<file path="config.mk">
export PLATFORM = sky130hd
export DESIGN_NAME = gte_div_cell
export DESIGN_NICKNAME = d
export VERILOG_FILES = /design/src/gte_pkg.sv /design/src/gte_div_cell.sv
export SDC_FILE = /design/constraint.sdc
export NUM_CORES = 1
export LEC_CHECK = 0
export BUFFER_PORTS_ARGS = -buffer_cell sky130_fd_sc_hd__buf_2
export CAP_MARGIN = 10
export CORE_MARGIN = 8
export CORE_UTILIZATION = 40
export DETAILED_ROUTE_END_ITERATION = 8
export GPL_ROUTABILITY_DRIVEN = 0
export PLACE_DENSITY = 0.68
export SLEW_MARGIN = 20
export SYNTH_ARGS = -nofsm -noshare
export SYNTH_HDL_FRONTEND = slang
export SYNTH_SLANG_ARGS = --single-unit
</file>
<file path="constraint.sdc">
create_clock -name clock -period 7.3 [get_ports clock]
set_input_delay 0.365 -clock clock [delete_from_list [all_inputs] [get_ports clock]]
set_output_delay 0.365 -clock clock [all_outputs]
set_load 0.02 [all_outputs]
</file>
<file path="src/gte_pkg.sv">
`default_nettype none
package gte_pkg;

   // Field and register widths.
   localparam int ANGLE_W = 32;
   localparam int LENGTH_W = 40;
   localparam int STATUS_W = 2;
   localparam int CSR_INDEX_W = 2;
   localparam int CSR_DATA_W = 32;

   typedef logic signed [ANGLE_W-1:0] angle_type;
   typedef logic signed [LENGTH_W-1:0] length_type;
   typedef logic [STATUS_W-1:0] status_type;

   // Register indexes.
   localparam logic [CSR_INDEX_W-1:0] REG_SEMI_MAJOR = 2'd0;
   localparam logic [CSR_INDEX_W-1:0] REG_FLATTENING = 2'd1;

   localparam logic [CSR_DATA_W-1:0] SEMI_MAJOR_RESET = 32'd1632803072;
   localparam logic [CSR_DATA_W-1:0] FLATTENING_RESET = 32'd14400212;

   // Status codes.
   localparam status_type STATUS_OK = 2'd0;
   localparam status_type STATUS_LAT_RANGE = 2'd1;
   localparam status_type STATUS_LON_RANGE = 2'd2;

   // Angle limits in Q3.29.
   localparam logic [31:0] HALF_PI_Q29 = 32'd843314856;
   localparam logic [31:0] PI_Q29 = 32'd1686629713;

   // Series datapath widths.
   localparam int TERMS = 10;
   localparam int CHAINS = 4;
   localparam int U_W = 30;
   localparam int T_W = 34;
   localparam int ACC_W = 36;
   localparam int DIV_W = 9;
   localparam int TRIG_W = 31;
   localparam int RECIP_SHIFT = 34;

   // Root and quotient widths.
   localparam int ROOT_W = 63;
   localparam int DEN_W = 32;
   localparam int QUO_W = 51;
   localparam int N_W = 50;
   localparam int N_SHIFT = 31;
   localparam logic [N_W-1:0] N_CAP = {N_W{1'b1}};

   // Per-term divisors k(k+1) and their floor reciprocals scaled by 2^34.
   localparam logic [63:0] RECIP_ONE = 64'd1 << RECIP_SHIFT;
   localparam logic [DIV_W-1:0] SIN_DIV [TERMS] = '{
      9'd6, 9'd20, 9'd42, 9'd72, 9'd110, 9'd156, 9'd210, 9'd272, 9'd342, 9'd420};
   localparam logic [DIV_W-1:0] COS_DIV [TERMS] = '{
      9'd2, 9'd12, 9'd30, 9'd56, 9'd90, 9'd132, 9'd182, 9'd240, 9'd306, 9'd380};
   localparam logic [T_W-1:0] SIN_RECIP [TERMS] = '{
      34'(RECIP_ONE / 64'd6), 34'(RECIP_ONE / 64'd20), 34'(RECIP_ONE / 64'd42),
      34'(RECIP_ONE / 64'd72), 34'(RECIP_ONE / 64'd110), 34'(RECIP_ONE / 64'd156),
      34'(RECIP_ONE / 64'd210), 34'(RECIP_ONE / 64'd272), 34'(RECIP_ONE / 64'd342),
      34'(RECIP_ONE / 64'd420)};
   localparam logic [T_W-1:0] COS_RECIP [TERMS] = '{
      34'(RECIP_ONE / 64'd2), 34'(RECIP_ONE / 64'd12), 34'(RECIP_ONE / 64'd30),
      34'(RECIP_ONE / 64'd56), 34'(RECIP_ONE / 64'd90), 34'(RECIP_ONE / 64'd132),
      34'(RECIP_ONE / 64'd182), 34'(RECIP_ONE / 64'd240), 34'(RECIP_ONE / 64'd306),
      34'(RECIP_ONE / 64'd380)};

   // Pipeline stage positions.
   localparam int ST_P0 = 0;
   localparam int ST_P1 = 1;
   localparam int ST_SER0 = 2;
   localparam int ST_F = ST_SER0 + 3 * TERMS;
   localparam int ST_S1 = ST_F + 1;
   localparam int ST_S2 = ST_S1 + 1;
   localparam int ST_ROOT0 = ST_S2 + 1;
   localparam int ST_D0 = ST_ROOT0 + (ROOT_W + 1) / 2;
   localparam int ST_DIV0 = ST_D0 + 1;
   localparam int ST_NC = ST_DIV0 + QUO_W;
   localparam int ST_T1 = ST_NC + 1;
   localparam int ST_T2 = ST_T1 + 1;
   localparam int ST_T3 = ST_T2 + 1;
   localparam int ST_T4 = ST_T3 + 1;
   localparam int ST_T5 = ST_T4 + 1;
   localparam int ST_T6 = ST_T5 + 1;
   localparam int ST_T7 = ST_T6 + 1;
   localparam int STAGES = ST_T7 + 1;

   // Data that rides along with an item through the pipeline.
   typedef struct packed {
      length_type altitude;
      logic lat_neg;
      logic lon_neg;
      logic co_neg;
      status_type status;
      logic ovf;
      logic [TRIG_W-1:0] sl;
      logic [TRIG_W-1:0] cl;
      logic [TRIG_W-1:0] so;
      logic [TRIG_W-1:0] co;
   } side_type;

endpackage
`default_nettype wire

</file>
<file path="src/gte_div_cell.sv">
`default_nettype none
module gte_div_cell import gte_pkg::*; (
   input  logic             clock,
   input  logic             enable,
   input  logic             num_bit,
   input  logic [DEN_W-1:0] in_den,
   input  logic [DEN_W-1:0] in_rem,
   input  logic [QUO_W-1:0] in_quo,
   output logic [DEN_W-1:0] out_den,
   output logic [DEN_W-1:0] out_rem,
   output logic [QUO_W-1:0] out_quo
);

   logic [DEN_W:0] trial;
   logic take;
   logic [DEN_W-1:0] den_ff, rem_ff, rem_in;
   logic [QUO_W-1:0] quo_ff;

   // One restoring step: bring down the next numerator bit.
   assign trial = {in_rem, num_bit};
   assign take = trial >= {1'b0, in_den};
   assign rem_in = take ? DEN_W'(trial - {1'b0, in_den}) : trial[DEN_W-1:0];

   always_ff @(posedge clock) begin
      if (enable) begin
         den_ff <= in_den;
         rem_ff <= rem_in;
         quo_ff <= {in_quo[QUO_W-2:0], take};
      end
   end

   assign out_den = den_ff;
   assign out_rem = rem_ff;
   assign out_quo = quo_ff;

endmodule
`default_nettype wire

</file>
# Word-level counts from Yosys, hierarchy flattened
# Index checks and enable logic that the tools add are counted.
dict set report op_classes {
  n_addsub 1
  order_cmp 1
  mux 1
}
# op count
set op_table {}
lappend op_table {{$ge A33 B32 Y1} 1}
lappend op_table {{$mux W32} 1}
lappend op_table {{$sub A32 B32 Y32} 1}
dict set report totals {
  register_bits 115
  in_bits 118
  output_inout_bits 115
  elab_cells 6
}

# Depth between registers and ports, before layout
# Gate-level depths: netlist of run 1.
dict set report logic_depth {
  ltp_word 2
  ltp_mapped 13
  depth_no_buf 11
}

# Worst setup path before layout of run 1
# Ideal clock, no wire load.
dict set report synth_timing {
  path_kind {input port to flip-flop}
  from {input port in_den[23]}
  to {register rem_ff[14] (netlist: out_rem[14]) (data pin)}
  setup_ns 0.260
  arrival_ns 2.473
  required_time_ns 7.040
  path_slack_ns 4.567
  stages 11
  path_buffers 2
  path_cell_list {inv_1 > ha_1 > buf_6 > and3_1 > o21a_1 > a311oi_2 > o21ai_1 > or3b_1 > o21a_1 > buf_6 > mux2_4}
}
dict set report synth_via {
  elab_chain_cells 2
}
# item line
set synth_rtl {}
lappend synth_rtl {{from (decl)} gte_div_cell.sv:6} ;# input logic [DEN_W-1:0] in_den,
lappend synth_rtl {{$ge A33 B32 Y1} gte_div_cell.sv:21} ;# assign take = trial >= {1'b0, in_den};
lappend synth_rtl {{$mux W32} gte_div_cell.sv:22} ;# assign rem_in = take ? DEN_W'(trial - {1'b0, in_den}) : trial[DEN_W-1:0];
lappend synth_rtl {{net rem_in[14]} gte_div_cell.sv:16} ;# logic [DEN_W-1:0] den_ff, rem_ff, rem_in;
lappend synth_rtl {{to (signal assigned)} gte_div_cell.sv:27} ;# rem_ff <= rem_in;
lappend synth_rtl {{to (decl)} gte_div_cell.sv:16}
# The timed path passes the listed nets, and every way through them passes these cells.
# A chain may end at the register's enable or synchronous reset.

# Worst setup path in the final report of run 1
# Ends and elaborated chain as after synthesis.

==> summary by stage, run 1 <==
Run status
The run finished with clean final reports.

Placement
The number of input and output port buffers inserted is 231. Prior to clock tree synthesis, the placed netlist has a worst setup slack of 3705 ps. The half-perimeter wire length after placement is 12,910 um.

Yosys
After synthesis the netlist holds a flip-flop and latch count of 115. The share of the Yosys chip area taken by registers is 0.5974. The post-synthesis cell count is 474. The main flop type after synthesis is edfxtp_1. The synthesized design contains 115 enable-type register cells. The share of synthesized area in the top cell type comes to 0.5974.

The share of synthesized registers carrying an async set or reset is 0. Summing every instance area after synthesis gives 5781 um2. The number of nets in the synthesized netlist is 625.

The Yosys step of the flow raised 0 warnings. The post-synthesis average cell area is 12.20 um2. In the post-synthesis netlist, the biggest area contributors are edfxtp_1, ha_1, a21oi_1.

The synthesized netlist contains 49 unique library cells. The largest total area in the synthesized netlist belongs to edfxtp_1.

Clock tree
The clock net in this run drives a total of 115 sinks. In this run, post-CTS repair resized a total of 0 instances. The buffer cell driving the clock tree root is clkbuf_16.

The post-CTS repair timing setup buffer count is 0. The number of buffers on the longest clock path is 2. Clock-pin slew was measured on the worst setup and hold paths at 60 ps. The H-tree depth reported by CTS is 4. In this run, CTS created clock tree buffers numbering 17. The number of hold-repair buffers added at the cts stage is 0. The CTS tree is done.

Timing
The portion of the clock cycle consumed by the worst path in the final layout is 0.4457. The final hold violation count is 0. The maximum clock frequency is 307.3 MHz. The worst pin sits at a relative slew slack of 0.3649. The number of setup violations in the final report is 0. The number of pins exceeding their max-slew limit in the final report is 0. Setup repair after global routing left no endpoint under its margin. The summed negative setup slack over all endpoints is 0 ps.

After layout, the worst setup slack is 4046 ps. The slew at the pin closest to its max-slew limit is 952.6 ps. The final critical path time including I/O delays and setup is 3254 ps.

Layout
In the final design database the tool counted 860 nets. In the final layout, flip-flops and latches occupy 3453 um2. 0 antenna diodes ended up in the layout. Of the cells placed in the final design, the portion with a size suffix greater than 1 is 0.3864. The area growth from synthesis to layout is 32.08%. The filler cell count is 1,289. The area of the multi-input gates is 2044 um2.

Job
The max-capacitance violation count is 0.

Drt
The final routed wire length divided by cell count is 18.04 um. The routed layout has 4,539 vias. In the routed design, unresolved DRC markers number 0.

In the routed layout, each cell is associated on average with a via count of 5.010. The final wirelength is 16,340 um. The length of the first detailed-routing pass in iterations is 7.

In this run, the number of DRC markers left after iteration 0 of detailed routing was 256. The detail route stage leaves a number of antenna-violating nets equal to 0.

Critical path
At the worst endpoint, the arrival time is 3420 ps. Of all nets on the critical path, the largest fanout is 36. The setup path with the least slack is of type in -> reg.

STA classifies the critical path endpoint as a flip-flop. The startpoint type of the worst setup path is an input port. The data required time at the worst endpoint is 7470 ps.

GRT
In the global route stage, overall resource usage came out at 0.1718. For this run the aggregate overflow at the end of global routing stands at 0. The initial antenna violation count came to 0. The first global-routing pass estimated 24,430 um of wire.

The via count of the first global-routing pass is 4,680. The largest net degree at the start of global routing is 75.

Power and ir drop
For this design the ratio of total power to cell area is 267.1 nW/um2. The leakage dissipation is 3.420 nW. VDD sags by at most 0.1395 mV. The total power consumption of the routed design is 0.002039 W.

Die
For this design the top-level I/O count stands at 233. The area of the placeable core is 14,310 um2. The number of rows created at floorplan is 44.

The die covers 18,550 um2. The initial utilization of the core area, before any placement, comes to 0.4038. The height of the chip is 136.2 um. The width of the die is 136.2 um.

Hold path
Counting instances, the worst hold path has a depth of 1. The class of the worst hold path is in -> reg.
-- path summary, 6_finish.rpt --
kind | slack [ps] | end | start
setup / recovery | 4050 | out_rem[14] | in_den[23]
hold / removal | 120 | out_quo[41] | in_quo[40]
-- kinds of logic after synthesis --
kind of cell	Yosys count	share of synthesized area
AO/OA/AOI/OAI	120	0.1266
flip-flops	115	0.5974
AND/OR/NAND/NOR	107	0.09048
buffers and inverters	63	0.04913
adder cells (fa/ha/maj)	33	0.07273
XOR/XNOR	26	0.03939
multiplexers	10	0.02424
-- layer usage --
metal,up-vias,track usage,wire length [um]
li1,2214,-,-
met1,2124,0.1869,6381
met2,185,0.2935,8047
met3,16,0.06837,1670
met4,0,0.06955,242
met5,-,0,0
-- critical path, cell delays in order --
cell and delay [ps]:
buf_2 100, inv_1 40, ha_1 410, and3_1 350, nand4_1 210, nor4b_1 470
a21o_1 220, o21a_2 430, buf_4 460, mux2_4 340
-- power breakdown --
| group | total (W) | internal [W] | switching (W) |
|---|---|---|---|
| Sequential | 0.000827 | 0.000812 | 0.0000157 |
| Clock | 0.000778 | 0.000470 | 0.000308 |
| Combinational | 0.000434 | 0.000163 | 0.000271 |
| Total | 0.00204 | 0.00144 | 0.000595 |
-- flip-flops by register name, indices dropped and copies added, names as in the netlist --
name / count
out_rem: 32
out_quo: 51
out_den: 32
-- placed cells by master (no fill, tap or decap), types with 4 or more instances in the layout --
master / n
o21bai_1: 5
edfxtp_1: 115
xnor2_1: 16
o31ai_1: 7
o21ai_0: 17
buf_2: 230
mux2_4: 8
nor2_1: 37
o21ai_1: 4
nand2b_1: 7
clkbuf_16: 17
nand3_1: 8
a21oi_1: 54
ha_1: 32
inv_1: 46
clkinvlp_4: 4
o21a_1: 5
nand4_1: 8
nand2_1: 24
clkinv_4: 4
a21o_1: 8
xor2_1: 10
-- synthesized netlist by cell type (6+ instances only) --
cell type,count
inv_1,46
nand2_1,24
nand3_1,8
nor2_1,37
clkbuf_1,6
o31ai_1,7
edfxtp_1,115
a21o_1,8
ha_1,32
a21oi_1,54
xnor2_1,16
o21ai_0,17
nand2b_1,7
nand4_1,8
mux2_4,8
xor2_1,10
o21a_1,6
-- through the flow --
| stage | hold slack [ps] | area (um2) | std cells | utilization |
|---|---|---|---|---|
| floorplan | 463.9 | 5781 | 474 | - |
| global placement | 541.6 | 7074 | 874 | 0.4942 |
| detailed placement | 543.4 | 7074 | 874 | 0.4942 |
| CTS | 100.7 | 7635 | 906 | 0.5334 |
| global route | 100.1 | 7635 | 906 | 0.5334 |
| finish | 119.9 | 7635 | 906 | 0.5334 |
-- area by class of cell --
cell class                 instances  area share
multi-input combinational        296      0.2678
tap                              184     0.03015
sequential                       115      0.4523
inverter                          46     0.02262
timing repair buffer             233      0.1537
clock inverter                    14     0.01721
clock buffer                      18     0.05621
(Power assumes the default switching activity.)
==> run 2, diff against run 1 <==
- PLACE_DENSITY: 0.68 -> 0.71
- clock period: 7.3 -> 2.87 ns (I/O delays scaled with it)
==> run 2 against run 1 <==
Design area grew 15%. Clock power grew to 2.7 times the previous value. Sequential power grew to 2.6 times the previous value. Hold slack lost 66 ps. Utilization grew 8.2 points. Via count grew 9.6%. Die area is the same. Highest routed layer unchanged.
==> summary by stage, run 2 (synthesized netlist as in run 1, its figures left out) <==
Die
For this design the top-level I/O count stands at 233. The die is 136.2 um tall. The die outline area is 18,550 um2.

The floorplan has 44 rows. The width of the die is 136.2 um. The initial core utilization is 0.4038.

The area of the placeable core is 14,310 um2.

GRT
The layer carrying the most global-route usage is met2. For met1 alone, demand over resource in global routing was 0.2082. Global routing finished with a remaining overflow of 0. The global-route track usage on met3 is 0.07058.

The via count of the first global-routing pass is 5,162. Entering global routing, the biggest net connects 75 pins. The initial antenna violation count was 0. The first-pass GRT wire length is 27,000 um. The global-route usage over all layers is 0.1896.

The met2 demand-to-capacity share in global routing is 0.3351.

Critical path
The critical path in this run is classified as in -> reg. For the worst setup path, the data arrival time is 2980 ps. Along the worst path, the maximum fanout reaches 7. The data required time at the worst endpoint is 3030 ps.

The worst setup path is launched from an input port. The nature of the critical path endpoint is a flip-flop.

Hold path
The worst hold path was traced through 2 stages. In this run the most critical hold path is launched from in_rem[29]. The class of the worst hold path is in -> reg. For hold timing, the worst endpoint is out_rem[30].

Power and ir drop
For this design the static power due to leakage is 3.888 nW. The peak ir drop on the vdd network is 0.3393 mV. The areal power density over the cells is 620.9 nW/um2.

Timing
Counting I/O delays and the setup requirement, the final critical path takes 2818 ps. The maximum clock frequency is 354.9 MHz. Setup violations remaining at the end of the flow were counted as 0.

The portion of the clock cycle consumed by the worst path in the final layout is 0.9819. Headroom to the max-slew limit came out at 0.6290. Setup repair after global routing left no endpoint under its margin. Adding up every negative setup slack in the final design gives 0 ps. The slew at the pin closest to its max-slew limit is 556.5 ps. The final hold violation count is 0. Hold is met by 54.16 ps. The number of pins exceeding their max-slew limit in the final report was 0.

Run status
The run finished with clean final reports.

Layout
The area growth from synthesis to layout is 52.47%. The final instance area is 8813 um2. Of the cells placed in the final design, the portion with a size suffix greater than 1 is 0.3920. The register with the most flip-flops in the layout has 51 of them.

After the flow finishes, the layout carries non-filler instances totaling 1,009. The top cell types in the final layout, fill and taps aside, are buf_2, edfxtp_1, dlygate4sd3_1. Leaving out fill and tap cells, the most frequent cell in the layout is buf_2.

The net count reported at finish is 962. At the end of the flow the core is filled with cells to 0.6157.

Clock tree
Clock tree synthesis inserted a total of 17 buffers. The CTS tree is done. After clock tree synthesis, the clock-pin slew on the worst setup and hold paths is 60 ps. The buffer cell driving the clock tree root is clkbuf_16. Counting along the longest clock path gives a buffer depth of 2.

The H-tree depth reported by CTS is 4. The number of sinks driven by the clock tree is 115.

Drt
For this run, design rule violations remaining after detail routing come to 0. The length of the first detailed-routing pass in iterations is 4. The number of vias in the routed layout is 4,977.

The via density per instance is 4.933. After detailed routing, the average wire length per cell comes to 17.99 um. The final wirelength is 18,150 um. The count of nets left with antenna violations once routing finished came out at 0.

The number of violations reported at the end of detailed-routing iteration 0 is 271.

Placement
The number of input and output port buffers inserted is 231. The cell count after placement is 893. Once placement finished, the instance area stood at 7254 um2. Once detailed placement completed, the half-perimeter wirelength came to 13,320 um.

Job
The max-capacitance violation count is 0.
## run 2: layout make-up
type                            count  area (um2)
Sequential cell                   115        3453
Tap cell                          184       230.2
Clock buffer                       17       425.4
Antenna cell                        1       2.502
Multi-Input combinational cell    296        2190
Clock inverter                     15       157.7
Inverter                           46       172.7
Fill cell                        1098        5500
Timing Repair Buffer              335        2182
## run 2: power by group
group	internal, W	total, W	switching [W]	leakage, nW
clock network	0.00128	0.00207	0.000788	0.277
registers	0.00206	0.00211	0.0000420	1.13
logic	0.000551	0.00130	0.000747	2.48
total	0.00390	0.00547	0.00158	3.89
## run 2: critical path, stage by stage
cell and delay, ps:
dlygate4sd3_1 510, buf_2 110, inv_1 40, ha_1 340
nand2_1 90, o21a_1 210, a2111oi_1 470, o31ai_2 210
a21oi_4 290, a21oi_1 120, nand4b_1 170, mux2_4 260
## run 2: metrics by stage
| stage | setup slack [ps] | power, W |
|---|---|---|
| global route | 6.278 | 0.005691 |
| global placement | 36.34 | 0.003281 |
| finish | 51.94 | 0.005473 |
| floorplan | 358.4 | 0.002856 |
| detailed placement | -1.730 | 0.003306 |
| CTS | 16.85 | 0.005483 |
## run 2: how the worst max path moves through the flow
stage          depth (start not counted)  slack (ps)       start     endpoint
3_3_place_gp                          12          40     num_bit  out_rem[30]
2_1_floorplan                         11         360  in_den[23]  out_rem[14]
3_5_place_dp                          12          -2     num_bit  out_rem[30]
6_report                              12          50  in_den[13]  out_rem[24]
4_1_cts                               14          20  in_den[22]  out_rem[19]
5_1_grt                               12           6  in_den[10]   out_rem[7]
## run 2: metal layers
metal	share of wire	vias up
met4	0.013	0
met5	0	-
met1	0.39	2335
met2	0.50	205
met3	0.094	20
li1	-	2417
## run 2: what timing repair did
item                                    CTS  global route
endpoints found under the setup margin    0            17
hold endpoints to repair                 82             0
gates resized for setup                   0            30
hold buffers                             82             0
setup buffers                             0             1
